$ cat src/tcw_pkg.sv
// Package for the text console writer: screen geometry, field widths,
// command codes and the structs passed between modules. No dependencies.
package tcw_pkg;

  localparam int ROWS      = 25;
  localparam int COLS      = 80;
  localparam int NCELLS    = ROWS * COLS;
  localparam int LAST_BASE = (ROWS - 1) * COLS;

  localparam int ADDR_W = $clog2(NCELLS);
  localparam int COL_W  = 7;
  localparam int ROW_W  = 5;
  localparam int CHAR_W = 8;
  localparam int CELL_W = 16;
  localparam int IDX_W  = 11;
  localparam int CMD_W  = 2;

  localparam logic [CHAR_W-1:0] BLANK_CHAR     = 8'h20;
  localparam logic [CHAR_W-1:0] CHAR_COLOR_RST = 8'h04;

  typedef enum logic [CMD_W-1:0] {
    CMD_PUT   = 2'd0,
    CMD_CLEAR = 2'd1,
    CMD_READ  = 2'd2,
    CMD_NONE  = 2'd3
  } cmd_t;

  typedef struct packed {
    logic              we;
    logic [ADDR_W-1:0] waddr;
    logic [CELL_W-1:0] wdata;
    logic [ADDR_W-1:0] raddr;
  } mem_req_t;

  typedef struct packed {
    logic              scrolled;
    logic [CELL_W-1:0] cell_data;
    logic [ROW_W-1:0]  cursor_row;
    logic [COL_W-1:0]  cursor_col;
  } result_t;

endpackage

$ cat src/tcw_ctrl.sv
// Sequencer for the text console writer: cursor, shared address adder,
// scroll copy and blanking sweeps. Depends on tcw_pkg.
module tcw_ctrl (
  input  logic                       clk,
  input  logic                       rst,
  input  logic                       in_valid,
  output logic                       in_ready,
  input  logic [tcw_pkg::CMD_W-1:0]  cmd,
  input  logic [tcw_pkg::CHAR_W-1:0] char_code,
  input  logic [tcw_pkg::IDX_W-1:0]  cell_index,
  input  logic [tcw_pkg::CHAR_W-1:0] char_color,
  input  logic                       out_free,
  output tcw_pkg::mem_req_t          mem_req,
  input  logic [tcw_pkg::CELL_W-1:0] mem_rdata,
  output logic                       done,
  output tcw_pkg::result_t           result
);
  import tcw_pkg::*;

  typedef enum logic [6:0] {
    S_IDLE    = 7'b0000001,
    S_PUT     = 7'b0000010,
    S_SCR_RD  = 7'b0000100,
    S_SCR_WR  = 7'b0001000,
    S_BLANK   = 7'b0010000,
    S_RD      = 7'b0100000,
    S_RD_DATA = 7'b1000000
  } state_t;

  state_t            state, state_next;
  logic [COL_W-1:0]  col, col_next;
  logic [ROW_W-1:0]  row, row_next;
  logic [ADDR_W-1:0] line_base, line_base_next;
  logic [ADDR_W-1:0] ptr, ptr_next;
  logic              scr, scr_next;
  logic [CMD_W-1:0]  cmd_q;
  logic [CHAR_W-1:0] code_q;
  logic [IDX_W-1:0]  idx_q;

  logic [ADDR_W-1:0] add_a, add_b, sum;
  logic              printable, idx_ok, accept;

  assign in_ready  = (state == S_IDLE) && out_free;
  assign accept    = in_valid && in_ready;
  assign printable = !code_q[7] && (code_q[6:5] != 2'b00);
  assign idx_ok    = ({1'b0, idx_q} < (IDX_W+1)'(NCELLS));
  assign sum       = add_a + add_b;

  always_comb begin
    add_a = ptr;
    add_b = ADDR_W'(1);
    unique case (state)
      S_PUT: begin
        add_a = line_base;
        add_b = ADDR_W'(col);
      end
      S_SCR_RD: begin
        add_b = ADDR_W'(COLS);
      end
      default: begin
        add_b = ADDR_W'(1);
      end
    endcase
  end

  always_comb begin
    state_next     = state;
    col_next       = col;
    row_next       = row;
    line_base_next = line_base;
    ptr_next       = ptr;
    scr_next       = scr;
    done           = 1'b0;
    mem_req.we     = 1'b0;
    mem_req.waddr  = ptr;
    mem_req.wdata  = {char_color, BLANK_CHAR};
    mem_req.raddr  = ADDR_W'(idx_q);
    result.cell_data = '0;
    unique case (state)
      S_IDLE: begin
        if (accept) begin
          scr_next = 1'b0;
          ptr_next = '0;
          unique case (cmd_t'(cmd))
            CMD_PUT: state_next = S_PUT;
            CMD_CLEAR: begin
              col_next       = '0;
              row_next       = '0;
              line_base_next = '0;
              state_next     = S_BLANK;
            end
            default: state_next = S_RD;
          endcase
        end
      end
      S_PUT: begin
        mem_req.we    = printable;
        mem_req.waddr = sum;
        mem_req.wdata = {char_color, code_q};
        if (!printable || col == COL_W'(COLS - 1)) begin
          col_next = '0;
          if (row == ROW_W'(ROWS - 1)) begin
            scr_next   = 1'b1;
            state_next = S_SCR_RD;
          end else begin
            row_next       = row + ROW_W'(1);
            line_base_next = line_base + ADDR_W'(COLS);
            done           = 1'b1;
            state_next     = S_IDLE;
          end
        end else begin
          col_next   = col + COL_W'(1);
          done       = 1'b1;
          state_next = S_IDLE;
        end
      end
      S_SCR_RD: begin
        mem_req.raddr = sum;
        state_next    = S_SCR_WR;
      end
      S_SCR_WR: begin
        mem_req.we    = 1'b1;
        mem_req.wdata = mem_rdata;
        ptr_next      = sum;
        state_next    = (ptr == ADDR_W'(LAST_BASE - 1)) ? S_BLANK : S_SCR_RD;
      end
      S_BLANK: begin
        mem_req.we = 1'b1;
        ptr_next   = sum;
        if (ptr == ADDR_W'(NCELLS - 1)) begin
          done       = 1'b1;
          state_next = S_IDLE;
        end
      end
      S_RD: begin
        state_next = S_RD_DATA;
      end
      S_RD_DATA: begin
        if (cmd_q == CMD_READ && idx_ok) begin
          result.cell_data = mem_rdata;
        end
        done       = 1'b1;
        state_next = S_IDLE;
      end
      default: begin
        state_next = S_IDLE;
      end
    endcase
    result.cursor_col = col_next;
    result.cursor_row = row_next;
    result.scrolled   = scr_next;
  end

  always_ff @(posedge clk) begin
    if (rst) begin
      state     <= S_IDLE;
      col       <= '0;
      row       <= '0;
      line_base <= '0;
      scr       <= 1'b0;
    end else begin
      state     <= state_next;
      col       <= col_next;
      row       <= row_next;
      line_base <= line_base_next;
      scr       <= scr_next;
    end
  end

  always_ff @(posedge clk) begin
    ptr <= ptr_next;
    if (accept) begin
      cmd_q  <= cmd;
      code_q <= char_code;
      idx_q  <= cell_index;
    end
  end

endmodule
$ cat config.mk
export PLATFORM = sky130hd
export DESIGN_NAME = tcw_ctrl
export DESIGN_NICKNAME = d
export VERILOG_FILES = /design/src/tcw_pkg.sv /design/src/tcw_ctrl.sv
export SDC_FILE = /design/constraint.sdc
export NUM_CORES = 1
export LEC_CHECK = 0
export BUFFER_PORTS_ARGS = -buffer_cell sky130_fd_sc_hd__buf_2
export CORE_MARGIN = 1.5
export CORE_UTILIZATION = 45
export CTS_BUF_LIST = sky130_fd_sc_hd__clkbuf_4
export DETAILED_ROUTE_END_ITERATION = 16
export PLACE_DENSITY = 0.72
export SYNTH_ARGS = -nofsm -noshare
export SYNTH_HDL_FRONTEND = slang
export SYNTH_SLANG_ARGS = --single-unit
$ cat constraint.sdc
create_clock -name clk -period 4.4 [get_ports clk]
set_input_delay 0.88 -clock clk [delete_from_list [all_inputs] [get_ports clk]]
set_output_delay 0.88 -clock clk [all_outputs]
set_load 0.1 [all_outputs]
### Word level (Yosys, flattened, before mapping)

Cells that the tools add are included.
W data, S select, Z words.

| storage, ports and cells | value |
|---|---|
| word-level logic and storage cells | 86 |
| flip-flop bits (word level) | 63 |
| bits of input ports | 49 |

| operators by class | value |
|---|---|
| multiplexer cells | 39 |
| equality and inequality tests | 18 |
| reduce and logical (&&, ||, !) cells | 15 |
| add/sub/neg operators | 4 |
| magnitude comparators | 1 |

Operators with widths:

| operator | number |
|---|---|
| $mux W11 | 8 |
| $pmux W11 S2 | 2 |
| $mux W7 | 6 |
| $pmux W7 S6 | 1 |
| $mux W16 | 2 |
| $pmux W16 S2 | 1 |
| $pmux W7 S2 | 2 |
| $mux W5 | 5 |
| $eq A11 B11 Y1 const B | 2 |
| $eq A7 B7 Y1 const B | 2 |
| $pmux W6 S2 | 1 |
| $add A11 B11 Y11 | 1 |
| $add A11 B7 Y11 const B | 1 |
| $lt A11 B11 Y1 const B | 1 |
| $pmux W5 S2 | 1 |
| $ne A2 B2 Y1 const B | 4 |
| $add A7 B1 Y7 const B | 1 |
| $eq A7 B1 Y1 const B | 1 |
| $eq A7 B2 Y1 const B | 1 |
| $eq A7 B3 Y1 const B | 1 |
| $eq A7 B4 Y1 const B | 1 |
| $eq A7 B5 Y1 const B | 1 |
| $eq A7 B6 Y1 const B | 1 |
| $mux W1 | 6 |
| 16 further kinds | 24 |

### Logic depth before layout (Yosys ltp)

Gate-level depths: netlist of run 1.

| depth | value |
|---|---|
| depth after elaboration | 6 |
| mapped depth | 15 |
| depth with buffers taken out | 11 |

### Worst setup path before layout of run 1

Ideal clock, no wire load.

| timing | value |
|---|---|
| kind | flip-flop to output port |
| start | reg state[2] |
| end | out mem_req[33] in the netlist's numbering |
| buffers on the path | 4 |
| path slack | -1452 ps |
| stages on the path, launching flop included | 16 |
| data arrival time | 4972 ps |
| cell sequence | dfxtp_1 buf_6 nor4b_4 nand2_4 buf_6 buf_2 buf_2 o21a_1 ha_1 inv_1 fa_1 nor2b_1 o31a_1 o21ai_0 a21boi_0 o31ai_1 |

RTL lines:

| item | RTL line | text |
|---|---|---|
| start: declaration | tcw_ctrl.sv:30 | `state_t state, state_next;` |
| start signal: assignment | tcw_ctrl.sv:162 | `state <= state_next;` |
| end: declaration | tcw_ctrl.sv:13 | `output tcw_pkg::mem_req_t mem_req,` |

==> metrics.cfg, run 1 <==
[synth]
synth.most_common_cell = nand2_1
synth_area_per_cell_sq_um = 8.61
ys.flop_type = edfxtp_1
synth_area_sq_um = 3800
postSynth.asyncResetShare = 0
yosysTopAreaCell = edfxtp_1
synth_cell_types = 66
synth_common_cells = 84 x nand2_1, 34 x o21ai_0, 32 x edfxtp_1
yosysTopAreaCellShare = 0.253
syn-num-nets = 502
synthTopCellsByArea = edfxtp_1 25%, dfxtp_1 14%, nand2_1 8.3%
synth-edff-count = 32
yosys_register_bits = 59
postSynthCellCount = 441
yosys_warnings = 0
yosysSeqAreaShare = 0.396

[sta]
min_period_ns = 4.23
skew_ns = 0.0163
drv_slew = 0
slew-limit-headroom = 0.378
clock.fmax_mhz = 236
finalSetupViolCount = 0
worst_slack_ns = 0.170
hold_violations = 0
worstMarginPinSlew_ns = 0.932
finalCritPeriodShare = 0.961

[floorplanning]
die-width_microns = 94.8
core_sq_um = 8180
row_count = 33
initial_core_util = 0.464
die_h_microns = 94.8
fp.dieArea_sq_um = 9000
ios = 119

[final_layout]
drive_gt1_frac = 0.339
instances_no_fill = 677
postLayoutCellArea_sq_um = 5080
area_growth_pct = 33.8
diodes = 0
num-nets-final = 628

[grt]
grt_usage = 0.243
grt_max_degree = 25
grt_pass1_wl_mm = 16.5
grt_pass1_vias = 3369
grt_overflow = 0
antenna_found_initial = 0

[routing]
drc_errors = 0
drt_iter0_drc = 193
ant_nets = 0
via_per_inst = 5.56
drtPass1Iterations = 5
wl_mm = 10.8
dr_total_vias = 3762
routedWlPerCell_microns = 15.9

[job]
max-cap-violations = 0

[place]
routabilityCongestion = 0.958
hpwlAfterDp_mm = 8.29
portBuffers = 118
dpl-instance-area_sq_um = 4850
placedCellCount = 650
post-place-ws_ns = 0.363

[min_path]
min_path_cells = 1
min_path_type = reg -> reg
hold_start = state[6]
worstHoldEndpoint = state[6]

[cts]
clk_path_buf_depth = 2
clk_pin_slew_ns = 0.11
cts_sinks = 59
numCtsBuffers = 9
clk_latency_ns = 0.42
cts_tree = yes
root_buffer = clkbuf_4
ctsHoldBuffers = 0
cts_max_level = 3

[critical_path]
cp.required_ns = 3.52
critical_path.max_fanout = 13
r2r-start = state[0]
cp-end-kind = output pin
r2r_cells = 10
worst-setup-path-type = reg -> out
reg2reg_slack_ns = 1.44
crit_arrival_ns = 3.35
rr_endpoint = ptr[8]
start_kind = register

[run_status]
status = complete, no violations

[pwr]
p_leak_nw = 2.28
power_density_nw_per_um2 = 248
peakVddDrop_uv = 148

per-layer routing:
metal | wire [microns] | share of wire | track usage
met1 | 5110 | 0.47 | 0.333
met4 | 218 | 0.020 | 0.0759
met5 | 0 | 0 | 0
met2 | 4910 | 0.46 | 0.380
met3 | 551 | 0.051 | 0.0556
metrics by stage:
step	total power, mW	util	setup TNS (ns)	hold WS (ns)
after global placement	0.940	0.593	0	0.510
after CTS	1.27	0.610	0	0.541
after detailed placement	0.944	0.593	0	0.521
final	1.26	0.621	0	0.502
after floorplan	0.838	-	-1.40	0.472
after global routing	1.31	0.621	-0.00863	0.520
flip-flops by register name, summed over array words and instances (netlist names):
signal and flops:
idx_q 11, state 7, row 5, ptr 11, code_q 8, cmd_q 2, scr 1, col 7
line_base 7
cell families after synthesis:
group | count (synthesis) | share of synthesized area
fa+ha+maj | 12 | 0.0415
flops | 59 | 0.396
simple gates | 207 | 0.286
xor+xnor | 10 | 0.0231
mux | 4 | 0.0112
compound gates | 116 | 0.201
buf+inv | 33 | 0.0419
cell type report:
class,count,area (sq um)
clock buffer,9,67.6
sequential,59,1510
inverter,10,37.5
fill,732,3100
timing repair buffer,138,1050
multi-input combinational,349,2240
clock inverter,7,41.3
tap,105,131
layout by cell type, fill, tap and decap left out, types with 5 or more instances in the layout:
cell	count
a21oi_1	26
a22o_1	9
and2_1	20
and3_1	7
buf_12	20
buf_2	96
buf_4	22
clkbuf_4	9
dfxtp_1	20
dfxtp_2	7
edfxtp_1	32
ha_1	9
inv_1	9
nand2_1	84
nand3_1	7
nand3b_1	6
nor2_1	25
nor2b_1	7
nor3_1	10
o211ai_1	5
o21ai_0	23
o21ai_1	5
o21ai_2	6
or3_1	6
or4_1	6
xnor2_1	5
xor2_1	5
report_power, final:
group / total, mW / switching (mW) / internal, mW
Combinational: 0.317 / 0.220 / 0.0976
Clock: 0.323 / 0.209 / 0.114
Sequential: 0.618 / 0.0142 / 0.604
worst max-delay path, cell delays in order, from the launching register on:
cell      delay, ns
dfxtp_2        0.38
nor4b_4        0.35
nand2_4        0.17
and2_1         0.21
ha_2           0.20
inv_2          0.06
fa_2           0.21
nor2b_1        0.06
o31a_1         0.31
buf_4          0.16
o221ai_2       0.22
nor3_2         0.11
o31ai_4        0.27
buf_12         0.21
how the worst max path moves through the flow:
stage                        start  slack, ns           to
after floorplan           state[3]      -0.48  mem_req[33]
after global placement    state[0]       0.41  mem_req[33]
after detailed placement  state[0]       0.36  mem_req[33]
after CTS                 state[6]       0.02  mem_req[37]
after global routing      state[0]     -0.008  mem_req[37]
final                     state[0]       0.17  mem_req[10]
repair_timing:
action | 4_1_cts | 5_1_grt
endpoints found under the setup margin | 3 | 13
hold endpoints to repair | 0 | 0
setup buffers | 3 | 8
resized for setup | 2 | 10
pin swaps | 1 | 2
Note: power is estimated with default switching activity, not from simulation.
==> run 2, diff against run 1 <==
Settings changed: CELL_PAD_IN_SITES_DETAIL_PLACEMENT set to 1, CELL_PAD_IN_SITES_GLOBAL_PLACEMENT set to 1, CORE_UTILIZATION 45 to 24, PLACE_DENSITY 0.72 to not set, PLACE_DENSITY_LB_ADDON set to 0.1, SKIP_LAST_GASP set to 1.
==> run 2 against run 1 <==
Power is 16% higher. Critical path depth is 1 lower. Count of clock-buffer cells in the layout stayed put. Highest routed layer unchanged.
==> metrics.cfg, run 2 (synthesized netlist as in run 1, its figures left out) <==
[grt]
grt_use_met3 = 0.0387  ; -0.0169
antenna_found_initial = 1  ; +1
grt_pass1_wl_mm = 21.0  ; +27%
grt_overflow = 0  ; unchanged
met1_usage = 0.225  ; -0.108
grt_usage = 0.168  ; -0.0753
grtUsageMet2 = 0.268  ; -0.111
top_usage_layer = met2
grt_pass1_vias = 3790  ; +12%
grt_max_degree = 25  ; unchanged

[critical_path]
cp.required_ns = 3.52  ; about the same
path_cells = or4b_4 > nor2_4 > buf_6 > nand2_1 > nand2_2 > ha_4 > o21a_1 > o31a_1 > o211ai_1 > or4_1 > nand3_2 > buf_12
r2r-start = state[2]
crit_arrival_ns = 3.41  ; +0.06 ns
worst-setup-path-type = reg -> out
r2r_cells = 12  ; +2
reg2reg_slack_ns = 1.45  ; about the same
critical_path.max_fanout = 7  ; -6
rr_endpoint = ptr[10]
slowest_stage = or4_1
startpoint = state[0]
cpPeakStageDelay_ns = 0.57  ; +0.19 ns
start_kind = register
cp-end-kind = output pin

[final_layout]
reg_top3 = idx_q (11), ptr (11), code_q (8)
regArea_sq_um = 1510  ; +0.25%
num-nets-final = 631  ; +0.48%
nFillCells = 1814  ; +150%
multi_input_area_sq_um = 2310  ; +3.1%
layout_common_cells = 96 x buf_2, 82 x nand2_1, 32 x edfxtp_1
drive_gt1_frac = 0.357  ; +0.0174
area_growth_pct = 41.7
instances_no_fill = 787  ; +16%
final_common_cell = buf_2

[cts]
cts_sinks = 59  ; unchanged
clk_latency_ns = 0.44  ; +0.02 ns
cts_max_level = 3  ; unchanged
numCtsBuffers = 9  ; unchanged
clk_pin_slew_ns = 0.11  ; about the same
root_buffer = clkbuf_4
cts_tree = yes
clk_path_buf_depth = 2  ; unchanged

[floorplanning]
row_count = 45  ; +36%
ios = 119  ; unchanged
die_h_microns = 129  ; +36%
die-width_microns = 129  ; +36%
initial_core_util = 0.248  ; -0.216
fp.dieArea_sq_um = 16600  ; +84%
core_sq_um = 15300  ; +87%

[routing]
wl_mm = 13.7  ; +27%
drtPass1Iterations = 4  ; -1
via_per_inst = 4.86  ; -13%
drt_iter0_drc = 154  ; -20%
routedWlPerCell_microns = 17.4  ; +9.2%
ant_nets = 0  ; unchanged
drc_errors = 0  ; unchanged
dr_total_vias = 3822  ; +1.6%

[min_path]
hold_start = state[4]
min_path_cells = 1  ; unchanged
worstHoldEndpoint = state[6]
min_path_type = reg -> reg

[place]
placedCellCount = 759  ; +17%
portBuffers = 118  ; unchanged
routabilityCongestion = 0.823  ; -14%
hpwlAfterDp_mm = 10.6  ; +27%

[sta]
finalCritPeriodShare = 0.974  ; +0.0126
slew-limit-headroom = 0.415  ; +0.0369
rsz0062_at_grt = true
hold_violations = 0  ; unchanged
finalSetupViolCount = 0  ; unchanged
skew_ns = 0.0205  ; +0.00421 ns
clock.fmax_mhz = 233  ; -1.3%
finalSetupTns_ns = 0  ; unchanged
worstMarginPinSlew_ns = 0.876  ; -0.0554 ns
min_period_ns = 4.29  ; +0.0555 ns
drv_slew = 0  ; unchanged

[pwr]
power_density_nw_per_um2 = 272  ; +9.9%
peakVddDrop_uv = 155  ; +5.0%
p_leak_nw = 2.35  ; +2.9%

[job]
max-cap-violations = 0  ; unchanged

[run_status]
status = complete, no violations

[run 2: cell types whose count changed in the layout (fill, tap and decap cells not counted), moves of 2 or more]
| cell | before | now |
|---|---|---|
| xnor2_2 | 0 | 2 |
| dfxtp_2 | 7 | 4 |
| dfxtp_4 | 0 | 2 |
| nand2_1 | 84 | 82 |
| xnor2_1 | 5 | 3 |
| inv_4 | 3 | 0 |
| nand2_2 | 0 | 3 |
| bufinv_16 | 0 | 3 |
[run 2: worst max-delay path by stage]
stage | end | slack [ns] | cells past startpoint
finish | mem_req[37] | 0.11 | 12
global route | mem_req[37] | -0.07 | 10
CTS | mem_req[37] | 0.002 | 12
detailed placement | mem_req[33] | 0.35 | 13
global placement | mem_req[6] | 0.41 | 12
floorplan | mem_req[33] | -0.48 | 15
[run 2: area by class of cell]
type                       instances  share of cell area
multi-input combinational        350               0.430
sequential                        59               0.282
timing repair buffer             140               0.198
tap                              211              0.0491
clock inverter                     7              0.0214
clock buffer                       9              0.0126
inverter                          10             0.00698
antenna                            1            0.000465
[run 2: worst max-delay path: cells and delay by family (launching register included)]
kind	cells	cell delay, ns
adder cells (fa/ha/maj)	1	0.15
buffers and inverters	2	0.32
AND/OR/NAND/NOR	6	1.60
AO/OA/AOI/OAI	3	0.52
flip-flops	1	0.38
[run 2: through the flow]
step / setup slack, ns / hold WS, ns / util / power (mW) / instance area, sq um
6_report: 0.115 / 0.502 / 0.351 / 1.46 / 5380
5_1_grt: -0.0664 / 0.532 / 0.351 / 1.53 / 5380
4_1_cts: 0.00189 / 0.506 / 0.341 / 1.48 / 5220
3_5_place_dp: 0.349 / 0.536 / 0.327 / 0.951 / 5000
3_3_place_gp: 0.412 / 0.514 / 0.327 / 0.949 / 5000
2_1_floorplan: -0.477 / 0.472 / - / 0.838 / 3910
[run 2: what timing repair did]
| item | 4_1_cts | 5_1_grt |
|---|---|---|
| pin swaps | 1 | 15 |
| buffers inserted | 1 | 9 |
| cloned | 1 | 0 |
| resized for setup | 9 | 16 |
| setup endpoints to repair | 9 | 13 |
| hold buffers | 0 | 0 |
[run 2: power by group]
part           internal [mW]  switching [mW]
combinational          0.103           0.227
clock                  0.286           0.230
sequential             0.603          0.0147
total                  0.993           0.472
[run 2: metal layers]
metal	up-vias	part of all wire
met5	-	0
met4	0	0.014
met3	14	0.050
met2	105	0.46
met1	1838	0.47
li1	1865	-
